File: config.mk
export PLATFORM = sky130hd
export DESIGN_NAME = button_debounce_press_classifier_top
export DESIGN_NICKNAME = d
export VERILOG_FILES = /design/src/hw/rtl/bdpc_pkg.sv /design/src/hw/rtl/bdpc_cfg.sv /design/src/hw/rtl/bdpc_core.sv /design/src/hw/rtl/bdpc_out.sv /design/src/hw/rtl/button_debounce_press_classifier_top.sv
export SDC_FILE = /design/constraint.sdc
export NUM_CORES = 1
export LEC_CHECK = 0
export BUFFER_PORTS_ARGS = -buffer_cell sky130_fd_sc_hd__buf_4
export CORE_MARGIN = 10
export CORE_UTILIZATION = 61
export CTS_CLUSTER_DIAMETER = 30
export DETAILED_ROUTE_END_ITERATION = 10
export PLACE_DENSITY = 0.8
export SLEW_MARGIN = 0
export SYNTH_ARGS = -nofsm -noshare
export SYNTH_HDL_FRONTEND = slang
export SYNTH_SLANG_ARGS = --single-unit
export TNS_END_PERCENT = 1
File: constraint.sdc
create_clock -name i_clk -period 5.35 [get_ports i_clk]
set_input_delay 0.535 -clock i_clk [delete_from_list [all_inputs] [get_ports i_clk]]
set_output_delay 0.535 -clock i_clk [all_outputs]
set_load 0.02 [all_outputs]
File: src/hw/rtl/bdpc_pkg.sv
`default_nettype none
// ----------------------------------------------------------------------------
// bdpc_pkg: shared types and constants
// Press event codes, register indexes, reset values and the beat structs
// passed between the debounce press classifier modules.
// ----------------------------------------------------------------------------
package bdpc_pkg;

    localparam int COUNT_WIDTH_DEFAULT = 16;
    localparam int REG_WIDTH           = 16;
    localparam int REG_INDEX_WIDTH     = 2;

    localparam logic [REG_WIDTH-1:0] DEBOUNCE_RESET = 16'd50;
    localparam logic [REG_WIDTH-1:0] LONG_RESET     = 16'd3000;
    localparam logic [REG_WIDTH-1:0] SHORT_RESET    = 16'd500;

    typedef enum logic [REG_INDEX_WIDTH-1:0] {
        REG_DEBOUNCE = 2'd0,
        REG_LONG     = 2'd1,
        REG_SHORT    = 2'd2
    } t_reg_index;

    typedef enum logic [1:0] {
        EVT_NONE  = 2'd0,
        EVT_SHORT = 2'd1,
        EVT_LONG  = 2'd2
    } t_press_event;

    typedef struct packed {
        logic [REG_WIDTH-1:0] debounce_ticks;
        logic [REG_WIDTH-1:0] long_press_ticks;
        logic [REG_WIDTH-1:0] short_press_ticks;
    } t_cfg;

    typedef struct packed {
        t_press_event press_event;
        logic         press_active;
    } t_result;

endpackage
`default_nettype wire

File: src/hw/rtl/bdpc_cfg.sv
`default_nettype none
// ----------------------------------------------------------------------------
// bdpc_cfg: configuration register file
// Holds the debounce, long press and short press thresholds.
// ----------------------------------------------------------------------------
module bdpc_cfg (
    input  wire logic                                  i_clk,
    input  wire logic                                  i_rst_n,
    input  wire logic                                  i_cfg_we,
    input  wire logic [bdpc_pkg::REG_INDEX_WIDTH-1:0]  i_cfg_index,
    input  wire logic [bdpc_pkg::REG_WIDTH-1:0]        i_cfg_wdata,
    output bdpc_pkg::t_cfg                             o_cfg
);

    bdpc_pkg::t_cfg r_cfg;

    always_ff @(posedge i_clk) begin
        if (!i_rst_n) begin
            r_cfg.debounce_ticks    <= bdpc_pkg::DEBOUNCE_RESET;
            r_cfg.long_press_ticks  <= bdpc_pkg::LONG_RESET;
            r_cfg.short_press_ticks <= bdpc_pkg::SHORT_RESET;
        end else if (i_cfg_we) begin
            case (i_cfg_index)
                bdpc_pkg::REG_DEBOUNCE: r_cfg.debounce_ticks    <= i_cfg_wdata;
                bdpc_pkg::REG_LONG:     r_cfg.long_press_ticks  <= i_cfg_wdata;
                bdpc_pkg::REG_SHORT:    r_cfg.short_press_ticks <= i_cfg_wdata;
                default: ;
            endcase
        end
    end

    assign o_cfg = r_cfg;

endmodule
`default_nettype wire

File: src/hw/rtl/bdpc_core.sv
`default_nettype none
// ----------------------------------------------------------------------------
// bdpc_core: input register and per-tick state update
// Registers the sampled level, then updates settle and press counters and
// classifies the press in one pass when the result stage can take the beat.
// ----------------------------------------------------------------------------
module bdpc_core #(
    parameter int COUNT_WIDTH = bdpc_pkg::COUNT_WIDTH_DEFAULT
) (
    input  wire logic        i_clk,
    input  wire logic        i_rst_n,
    input  wire logic        i_valid,
    output logic             o_stall,
    input  wire logic        i_button_level,
    input  wire bdpc_pkg::t_cfg i_cfg,
    input  wire logic        i_res_ready,
    output logic             o_res_push,
    output bdpc_pkg::t_result o_res
);

    localparam int CMP_WIDTH = (COUNT_WIDTH > bdpc_pkg::REG_WIDTH) ?
                               COUNT_WIDTH : bdpc_pkg::REG_WIDTH;
    localparam logic [COUNT_WIDTH-1:0] COUNT_MAX = {COUNT_WIDTH{1'b1}};

    logic                   r_in_valid;
    logic                   r_in_level;
    logic                   r_prev_level;
    logic [COUNT_WIDTH-1:0] r_settle_count;
    logic                   r_press_held;
    logic [COUNT_WIDTH-1:0] r_press_count;

    logic                   n_prev_level;
    logic [COUNT_WIDTH-1:0] n_settle_count;
    logic                   n_press_held;
    logic [COUNT_WIDTH-1:0] n_press_count;
    bdpc_pkg::t_press_event n_event;

    logic                   push;
    logic                   trusted;
    logic [CMP_WIDTH-1:0]   settle_ext;
    logic [CMP_WIDTH-1:0]   press_ext;
    logic [CMP_WIDTH-1:0]   debounce_ext;
    logic [CMP_WIDTH-1:0]   long_ext;
    logic [CMP_WIDTH-1:0]   short_ext;

    assign push    = r_in_valid && i_res_ready;
    assign o_stall = r_in_valid && !i_res_ready;

    always_ff @(posedge i_clk) begin
        if (!i_rst_n) begin
            r_in_valid <= 1'b0;
        end else if (!o_stall) begin
            r_in_valid <= i_valid;
        end
    end

    always_ff @(posedge i_clk) begin
        if (!o_stall && i_valid) begin
            r_in_level <= i_button_level;
        end
    end

    always_comb begin
        debounce_ext = CMP_WIDTH'(i_cfg.debounce_ticks);
        long_ext     = CMP_WIDTH'(i_cfg.long_press_ticks);
        short_ext    = CMP_WIDTH'(i_cfg.short_press_ticks);

        n_press_count = r_press_count;
        if (r_press_held && r_press_count != COUNT_MAX) begin
            n_press_count = r_press_count + COUNT_WIDTH'(1);
        end

        if (r_in_level != r_prev_level) begin
            n_settle_count = '0;
        end else if (r_settle_count != COUNT_MAX) begin
            n_settle_count = r_settle_count + COUNT_WIDTH'(1);
        end else begin
            n_settle_count = r_settle_count;
        end

        settle_ext = CMP_WIDTH'(n_settle_count);
        press_ext  = CMP_WIDTH'(n_press_count);
        trusted    = settle_ext > debounce_ext;

        n_press_held = r_press_held;
        n_event      = bdpc_pkg::EVT_NONE;
        if (trusted) begin
            if (!r_in_level && !r_press_held) begin
                n_press_held  = 1'b1;
                n_press_count = '0;
            end else if (r_in_level && r_press_held) begin
                if (press_ext >= long_ext) begin
                    n_event = bdpc_pkg::EVT_LONG;
                end else if (press_ext >= short_ext) begin
                    n_event = bdpc_pkg::EVT_SHORT;
                end
                n_press_held = 1'b0;
            end
        end

        n_prev_level = r_in_level;
    end

    always_ff @(posedge i_clk) begin
        if (!i_rst_n) begin
            r_prev_level   <= 1'b1;
            r_settle_count <= '0;
            r_press_held   <= 1'b0;
            r_press_count  <= '0;
        end else if (push) begin
            r_prev_level   <= n_prev_level;
            r_settle_count <= n_settle_count;
            r_press_held   <= n_press_held;
            r_press_count  <= n_press_count;
        end
    end

    assign o_res_push            = push;
    assign o_res.press_event     = n_event;
    assign o_res.press_active    = n_press_held;

    a_end_clears_held: assert property (@(posedge i_clk) disable iff (!i_rst_n)
        (push && n_event != bdpc_pkg::EVT_NONE) |=> !r_press_held)
        else $error("press event without ending the press");

    a_start_clears_count: assert property (@(posedge i_clk) disable iff (!i_rst_n)
        (push && !r_press_held && n_press_held) |=> (r_press_count == '0))
        else $error("press count not cleared at press start");

    a_change_clears_settle: assert property (@(posedge i_clk) disable iff (!i_rst_n)
        (push && r_in_level != r_prev_level) |=> (r_settle_count == '0))
        else $error("settle count not cleared on level change");

    a_stall_holds_beat: assert property (@(posedge i_clk) disable iff (!i_rst_n)
        o_stall |=> (r_in_valid && $stable(r_in_level)))
        else $error("held input beat lost");

endmodule
`default_nettype wire

File: src/hw/rtl/bdpc_out.sv
`default_nettype none
// ----------------------------------------------------------------------------
// bdpc_out: result register
// Holds one result beat until the downstream side takes it.
// ----------------------------------------------------------------------------
module bdpc_out (
    input  wire logic         i_clk,
    input  wire logic         i_rst_n,
    input  wire logic         i_push,
    input  wire bdpc_pkg::t_result i_res,
    output logic              o_ready,
    output logic              o_valid,
    input  wire logic         i_stall,
    output logic [1:0]        o_press_event,
    output logic              o_press_active
);

    logic              r_valid;
    bdpc_pkg::t_result r_res;

    assign o_ready = !r_valid || !i_stall;

    always_ff @(posedge i_clk) begin
        if (!i_rst_n) begin
            r_valid <= 1'b0;
        end else if (o_ready) begin
            r_valid <= i_push;
        end
    end

    always_ff @(posedge i_clk) begin
        if (o_ready && i_push) begin
            r_res <= i_res;
        end
    end

    assign o_valid        = r_valid;
    assign o_press_event  = r_res.press_event;
    assign o_press_active = r_res.press_active;

endmodule
`default_nettype wire

File: src/hw/rtl/button_debounce_press_classifier_top.sv
`default_nettype none
// ----------------------------------------------------------------------------
// button_debounce_press_classifier_top: debounced short/long press detector
// Takes one raw active-low button sample per beat and returns one result beat
// per sample with the press event and whether a debounced press is active.
// ----------------------------------------------------------------------------
// One sample is accepted every clock cycle while the input is not stalled. A
// sample is captured in the input register and processed, and its result is
// captured in the result register, from which the downstream side takes it.
// A stall on the result side holds the result register and, while it is
// full, stalls the input. The settle and press counters are updated in a
// single pass between these two registers, and the counters saturate at
// 2^COUNT_WIDTH-1. Thresholds are to be written through the configuration
// port only while no beat is in flight; the user, not the block, enforces it.
module button_debounce_press_classifier_top #(
    parameter int COUNT_WIDTH = bdpc_pkg::COUNT_WIDTH_DEFAULT
) (
    input  wire logic                                 i_clk,
    input  wire logic                                 i_rst_n,
    input  wire logic                                 i_cfg_we,
    input  wire logic [bdpc_pkg::REG_INDEX_WIDTH-1:0] i_cfg_index,
    input  wire logic [bdpc_pkg::REG_WIDTH-1:0]       i_cfg_wdata,
    input  wire logic                                 i_valid,
    output logic                                      o_stall,
    input  wire logic                                 i_button_level,
    output logic                                      o_valid,
    input  wire logic                                 i_stall,
    output logic [1:0]                                o_press_event,
    output logic                                      o_press_active
);

    bdpc_pkg::t_cfg    cfg;
    bdpc_pkg::t_result res;
    logic              res_push;
    logic              res_ready;

    bdpc_cfg u_cfg (
        .i_clk       (i_clk),
        .i_rst_n     (i_rst_n),
        .i_cfg_we    (i_cfg_we),
        .i_cfg_index (i_cfg_index),
        .i_cfg_wdata (i_cfg_wdata),
        .o_cfg       (cfg)
    );

    bdpc_core #(
        .COUNT_WIDTH (COUNT_WIDTH)
    ) u_core (
        .i_clk          (i_clk),
        .i_rst_n        (i_rst_n),
        .i_valid        (i_valid),
        .o_stall        (o_stall),
        .i_button_level (i_button_level),
        .i_cfg          (cfg),
        .i_res_ready    (res_ready),
        .o_res_push     (res_push),
        .o_res          (res)
    );

    bdpc_out u_out (
        .i_clk          (i_clk),
        .i_rst_n        (i_rst_n),
        .i_push         (res_push),
        .i_res          (res),
        .o_ready        (res_ready),
        .o_valid        (o_valid),
        .i_stall        (i_stall),
        .o_press_event  (o_press_event),
        .o_press_active (o_press_active)
    );

endmodule
`default_nettype wire
# == After elaboration in Yosys (flattened, before gate mapping) ==
# Cells that the tools add are included.
# word_totals
inputBits,24
out_inout_bits,5
ff_bits,88
# op_classes
bitwise_logic,2
eq_ne,5
n_mux,10
add_sub_neg,2
reduce_logical,20
magnitude_cmp,3
# ops
operator,n
$mux 16,5
$add 16x1->16 const B,2
$ge 16x16->1,2
$ne 16x16->1 const B,2
$gt 16x16->1,1
$logic_and 1x1->1,7
$logic_not 1->1,6
$reduce_and 2->1,3
$mux 1,4
$reduce_or 4->1,1
$reduce_or 3->1,1
$eq 2x1->1 const B,1
$eq 2x2->1 const B,1
$logic_not 2->1,1
$mux 2,1
$not 1->1,2
$logic_or 1x1->1,1
$ne 1x1->1,1

# == Logic depth before layout (Yosys ltp) ==
# logic_depth
depth_word,6
ltp_mapped,16
depth_no_buf,14

# == Hierarchy ==
# A second synthesis with hierarchy kept.
# unflattened
cells_unflattened,640
area_unflattened_um2,5617.9
# modules_own_cells
module,seq_area_each_um2,cells_per_inst,instances,area_per_inst_um2
bdpc_core,730.7,444,1,3545.9
bdpc_cfg,960.9,188,1,1940.6
bdpc_out,110.1,8,1,131.4

# == Worst setup path after synthesis ==
# OpenSTA, ideal clock, no wires.
# synth_path
path_type,register to register
startpoint,register u_core.r_settle_count[0]
endpoint,register u_out.r_res (netlist bit u_out.o_press_event[0]) (data pin)
t_arrival_ns,3.059
path_stages_with_launch,15
period_less_slack_ns,3.219
slack_ns,2.131
setup_time_ns,0.160
path_cell_list,dfxtp_1 -> ha_1 -> nand4_2 -> nor3_4 -> nand2_2 -> buf_2 -> nand2_1 -> xor2_1 -> nor2_1 -> ha_1 -> o211ai_1 -> a2111o_1 -> a31oi_1 -> nand3_1 -> nor3b_1
# synth_between
elab_chain_len,6
elab_cells_between_ends,7
# synth_lines
item,line_no,rtl
"start, declared",bdpc_core.sv:28,logic [COUNT_WIDTH-1:0] r_settle_count;
"start signal, assigned",bdpc_core.sv:112,r_settle_count <= n_settle_count;
$add 16x1->16 or $ne 16x16->1 (tied branches),"bdpc_core.sv:76, bdpc_core.sv:75",
$mux 16 *,bdpc_core.sv:75,end else if (r_settle_count != COUNT_MAX) begin
$mux 16 *,bdpc_core.sv:73,if (r_in_level != r_prev_level) begin
named net u_core.n_settle_count[2],bdpc_core.sv:33,logic [COUNT_WIDTH-1:0] n_settle_count;
$gt 16x16->1 *,bdpc_core.sv:83,trusted = settle_ext > debounce_ext;
$not 1->1 (no source line) *,n/a,
$reduce_or 4->1 (no source line) *,n/a,
"end signal, assigned",bdpc_out.sv:33,r_res <= i_res;
"end, declared",bdpc_out.sv:19,bdpc_pkg::t_result r_res;
# Mark *: on every way through the listed nets, which the timed path passes. The rest lies on a longest branch.
# A chain may end at the register's enable or synchronous reset.

# == Final worst setup path ==
# layout_path
startpoint,register u_core.r_settle_count[0]
endpoint,register u_out.r_res (netlist bit u_out.o_press_event[1]) (data pin)
# layout_between
elab_chain_len,6
elab_cells_between_ends,7
# layout_lines
item,line_no
$add 16x1->16 or $ne 16x16->1 (tied branches),"bdpc_core.sv:76, bdpc_core.sv:75"
$mux 16 *,bdpc_core.sv:75
$mux 16 *,bdpc_core.sv:73
named net u_core.n_settle_count[3],bdpc_core.sv:33
$gt 16x16->1 *,bdpc_core.sv:83
$not 1->1 (no source line) *,n/a
$reduce_or 3->1 (no source line) *,n/a
# Marks and branches as above.

==> impl_metrics.xml <==
<?xml version="1.0" encoding="UTF-8"?>
<metrics>
  <group name="layout">
    <metric name="final_cell_area" unit="um^2">5810</metric>
    <metric name="insertedDiodeCount" unit="">0</metric>
    <metric name="final-instance-count-excl-fill" unit="">781</metric>
    <metric name="drive_gt1_share" unit="%">10.7</metric>
    <metric name="post_layout_nets" unit="">742</metric>
    <metric name="flow.area_growth_from_synthesis" unit="%">8.84</metric>
  </group>
  <group name="yosys">
    <metric name="synth_compound_area_share" unit="%">20.4</metric>
    <metric name="muxShareOfSynthArea" unit="%">0.586</metric>
    <metric name="yosys_register_bits" unit="">88</metric>
    <metric name="synth.lib_cells_used.distinct" unit="">71</metric>
    <metric name="ys_async_sr_fraction" unit="%">0</metric>
    <metric name="synthesis.yosys.warnings" unit="">0</metric>
    <metric name="synth.yosys.seq_area_share" unit="%">33.8</metric>
    <metric name="yosys.area.top_type" unit="">sky130_fd_sc_hd__dfxtp_1</metric>
    <metric name="synth-edff-count" unit="">4</metric>
    <metric name="postSynthNetCount" unit="">729</metric>
    <metric name="synth_simple_gate_area_share" unit="%">23.2</metric>
    <metric name="synth_area_per_cell" unit="um^2">8.15</metric>
    <metric name="post_synth_main_area_contributors" unit="">sky130_fd_sc_hd__dfxtp_1, sky130_fd_sc_hd__ha_1, sky130_fd_sc_hd__nand2_1</metric>
    <metric name="dominant_combinational_cell_family_by_area_after_synthesis" unit="">simple AND/OR/NAND/NOR gates</metric>
    <metric name="post_synthesis_share_of_cell_area_spent_on_full_adders_half_adders_and_majority_gates" unit="%">11.7</metric>
    <metric name="portion_of_synthesized_cell_area_occupied_by_the_leading_cell_type" unit="%">31.5</metric>
    <metric name="post_synthesis_cell_count" unit="">655</metric>
    <metric name="synth_area" unit="um^2">5340</metric>
    <metric name="synth_top_flop_cell" unit="">sky130_fd_sc_hd__dfxtp_1</metric>
    <metric name="post_synth_xor_area_fraction" unit="%">4.43</metric>
  </group>
  <group name="power">
    <metric name="post-layout-total-power" unit="W">0.00134</metric>
    <metric name="ir_worst_vdd" unit="V">0.000140</metric>
    <metric name="static-leakage-power" unit="nW">2.57</metric>
    <metric name="power.density" unit="nW/um^2">231</metric>
  </group>
  <group name="worst_setup_path">
    <metric name="reg2reg_depth" unit="">13</metric>
    <metric name="setup.reg_to_reg.worst_slack" unit="ns">1.44</metric>
    <metric name="worst_setup_path_end_kind" unit="">flop</metric>
    <metric name="setup.worst_path.start_class" unit="">flop</metric>
    <metric name="worst_setup_path_endpoint" unit="">u_out.o_press_event[1]</metric>
    <metric name="path_class" unit="">reg2reg</metric>
    <metric name="timing.critical_path.from" unit="">u_core.r_settle_count[0]</metric>
    <metric name="worst-path-max-fanout" unit="">17</metric>
    <metric name="crit_required" unit="ns">5.54</metric>
    <metric name="reg2reg_from" unit="">u_core.r_settle_count[0]</metric>
    <metric name="worst_r2r_endpoint" unit="">u_out.o_press_event[1]</metric>
    <metric name="cp.arrival" unit="ns">4.10</metric>
  </group>
  <group name="place">
    <metric name="place_area" unit="um^2">5580</metric>
    <metric name="io_buffers" unit="">28</metric>
    <metric name="placed_cells_incl_taps" unit="">765</metric>
    <metric name="globalplace.congestion" unit="">0.933</metric>
    <metric name="dp.final_hpwl" unit="um">9380</metric>
  </group>
  <group name="outcome">
    <metric name="run_status" unit="">finished, final reports clean</metric>
  </group>
  <group name="floorplan">
    <metric name="ioPinCount" unit="">29</metric>
    <metric name="initial_utilization" unit="%">61.8</metric>
    <metric name="core" unit="um^2">8640</metric>
    <metric name="design.die.area" unit="um^2">12900</metric>
    <metric name="floorplan.die.width" unit="um">114</metric>
    <metric name="row_count" unit="">34</metric>
    <metric name="die_h" unit="um">114</metric>
  </group>
  <group name="global_route">
    <metric name="first_pass_grt_wire_length" unit="um">22100</metric>
    <metric name="grt_start_max_net_pins" unit="">39</metric>
    <metric name="initial_antenna_violation_count" unit="">0</metric>
    <metric name="grt_pass1_vias" unit="">4604</metric>
    <metric name="overflow_after_grt" unit="">0</metric>
    <metric name="global_route.usage.total" unit="%">20.4</metric>
  </group>
  <group name="timing">
    <metric name="max_freq" unit="MHz">256</metric>
    <metric name="rsz_0062_raised_after_global_routing" unit="">no</metric>
    <metric name="layout_worst_path_cycle_share" unit="%">73.0</metric>
    <metric name="finalMaxSlewViolations" unit="">0</metric>
    <metric name="setup_viol" unit="">0</metric>
    <metric name="clock-skew-final" unit="ns">0.0159</metric>
    <metric name="fin_hold_ws" unit="ns">0.346</metric>
    <metric name="finalSetupTns" unit="ns">0</metric>
    <metric name="hold_violations" unit="">0</metric>
    <metric name="timing_worst_slew_pin_value" unit="ns">1.14</metric>
    <metric name="post-route-min-period" unit="ns">3.91</metric>
    <metric name="timing.slew.headroom" unit="%">23.5</metric>
  </group>
  <group name="detailed_routing">
    <metric name="antenna_left" unit="">0</metric>
    <metric name="wirelength" unit="um">12900</metric>
    <metric name="via_count" unit="">4738</metric>
    <metric name="remaining_drcs" unit="">0</metric>
    <metric name="drt_pre_antenna_iters" unit="">5</metric>
    <metric name="avgRoutedWirePerCell" unit="um">16.6</metric>
    <metric name="avg_vias_per_cell" unit="">6.07</metric>
    <metric name="drtIter0Drc" unit="">256</metric>
  </group>
  <group name="clocking">
    <metric name="post_cts_resize_count" unit="">0</metric>
    <metric name="htreeDepth" unit="">3</metric>
    <metric name="clock_latency_reported_for_the_late_side_of_the_worst_skew_pair" unit="ns">0.37</metric>
    <metric name="clkTransAtPathRegs" unit="ns">0.08</metric>
    <metric name="cts_max_path_buffers" unit="">2</metric>
    <metric name="clock_tree.root_cell" unit="">sky130_fd_sc_hd__clkbuf_8</metric>
    <metric name="tritoncts_clock_tree" unit="">built</metric>
    <metric name="cts_hold_repair.buffers" unit="">0</metric>
    <metric name="postCtsSetupRepairBufs" unit="">0</metric>
    <metric name="cts_num_sinks" unit="">88</metric>
    <metric name="total_cts_buffers" unit="">9</metric>
  </group>
  <group name="hold_path">
    <metric name="min_from" unit="">i_button_level</metric>
    <metric name="hold_removal_path_class" unit="">in2reg</metric>
  </group>
  <group name="run">
    <metric name="drv_cap" unit="">0</metric>
  </group>
</metrics>
[worst min path at each step]
stage | end | cells after the start
after global placement | u_cfg.o_cfg[1] | 2
after CTS | u_core.n_prev_level | 1
after global routing | u_core.n_prev_level | 1
final | u_core.n_prev_level | 1
after detailed placement | u_cfg.o_cfg[15] | 2
after floorplan | u_cfg.o_cfg[10] | 2
[registers in the layout (all words and copies together), names as in the netlist]
signal and cells:
u_core.r_prev_level 1, u_core.r_settle_count 16, u_cfg.o_cfg 48, u_core.r_press_count 16
u_core.r_press_held 1, u_out.o_press_event 2, u_core.r_in_valid 1, u_out.o_press_active 1
u_out.o_valid 1, u_core.n_prev_level 1
[cell families after synthesis]
logic type / after synthesis
simple gates: 242
compound gates: 164
flops: 88
buf+inv: 81
fa+ha+maj: 50
xor+xnor: 27
mux: 3
[placed cells by master (no fill, tap or decap), types with 4 or more instances in the layout]
master and count:
sky130_fd_sc_hd__nand2_1 120, sky130_fd_sc_hd__ha_1 50, sky130_fd_sc_hd__a21oi_1 66, sky130_fd_sc_hd__nand3_1 14
sky130_fd_sc_hd__a31oi_1 5, sky130_fd_sc_hd__a21o_1 17, sky130_fd_sc_hd__o21ai_0 9, sky130_fd_sc_hd__xnor2_1 11
sky130_fd_sc_hd__o211ai_1 20, sky130_fd_sc_hd__clkbuf_8 11, sky130_fd_sc_hd__buf_4 30, sky130_fd_sc_hd__nand3b_1 4
sky130_fd_sc_hd__o21ai_1 7, sky130_fd_sc_hd__o31ai_1 5, sky130_fd_sc_hd__dfxtp_1 84, sky130_fd_sc_hd__edfxtp_1 4
sky130_fd_sc_hd__nor3_1 14, sky130_fd_sc_hd__nand4_2 5, sky130_fd_sc_hd__xor2_1 16, sky130_fd_sc_hd__nor2_1 30
sky130_fd_sc_hd__a22o_1 5, sky130_fd_sc_hd__inv_1 52, sky130_fd_sc_hd__nand4_1 12, sky130_fd_sc_hd__a211oi_1 5
sky130_fd_sc_hd__and3_1 9
[worst max-delay path, cell delays in order, from the launching register on]
cell and delay, ns:
sky130_fd_sc_hd__dfxtp_1 0.43, sky130_fd_sc_hd__ha_1 0.31, sky130_fd_sc_hd__nand4_2 0.21, sky130_fd_sc_hd__nor3_4 0.32, sky130_fd_sc_hd__nand2_2 0.30, sky130_fd_sc_hd__and4_4 0.30, sky130_fd_sc_hd__xnor2_1 0.14, sky130_fd_sc_hd__nor2_1 0.08
sky130_fd_sc_hd__ha_1 0.33, sky130_fd_sc_hd__a21oi_1 0.08, sky130_fd_sc_hd__a2111o_1 0.46, sky130_fd_sc_hd__a31oi_1 0.37, sky130_fd_sc_hd__nand3_1 0.19, sky130_fd_sc_hd__nor2_1 0.22
[cell usage after synthesis (4+ instances only)]
library cell and n:
sky130_fd_sc_hd__nor3_1 14, sky130_fd_sc_hd__xnor2_1 11, sky130_fd_sc_hd__nor2_1 30, sky130_fd_sc_hd__buf_1 7, sky130_fd_sc_hd__a21o_1 17, sky130_fd_sc_hd__a21oi_1 66
sky130_fd_sc_hd__o31ai_1 5, sky130_fd_sc_hd__xor2_1 16, sky130_fd_sc_hd__a31oi_1 5, sky130_fd_sc_hd__a211oi_1 5, sky130_fd_sc_hd__nand3_1 14, sky130_fd_sc_hd__nand4_2 5
sky130_fd_sc_hd__o211ai_1 20, sky130_fd_sc_hd__o21ai_0 9, sky130_fd_sc_hd__nand4_1 12, sky130_fd_sc_hd__and3_1 9, sky130_fd_sc_hd__nand3b_1 4, sky130_fd_sc_hd__clkbuf_1 16
sky130_fd_sc_hd__inv_1 52, sky130_fd_sc_hd__nand2_1 120, sky130_fd_sc_hd__o21ai_1 7, sky130_fd_sc_hd__a22o_1 5, sky130_fd_sc_hd__edfxtp_1 4, sky130_fd_sc_hd__ha_1 50
sky130_fd_sc_hd__dfxtp_1 84
[final cells by class]
cell class	instances	area, um^2
Timing Repair Buffer	30	225
Clock inverter	4	76.3
Clock buffer	12	155
Sequential cell	88	1800
Inverter	53	199
Multi-Input combinational cell	486	3220
Tap cell	108	135
Fill cell	741	2830
[where the power goes]
group | leakage, nW | switching [W] | internal [W]
sequential | 0.721 | 0.00000896 | 0.000676
clock | 0.113 | 0.000240 | 0.000290
combinational | 1.74 | 0.0000848 | 0.0000445
[per-stage QoR]
stage | utilization [%] | setup WS, ns
2_1_floorplan | - | 2.13
3_5_place_dp | 64.6 | 1.54
6_report | 67.3 | 1.44
3_3_place_gp | 64.6 | 1.66
5_1_grt | 67.3 | 1.16
4_1_cts | 67.3 | 1.51
[routing by layer]
layer,GRT usage (%),vias up,share of wire [%]
li1,-,2347,-
met1,26.6,2265,47
met2,33.7,112,47
met3,4.15,14,5.1
met4,5.25,0,1.2
met5,0,-,0
No activity file was read; power rests on OpenSTA's default activity.
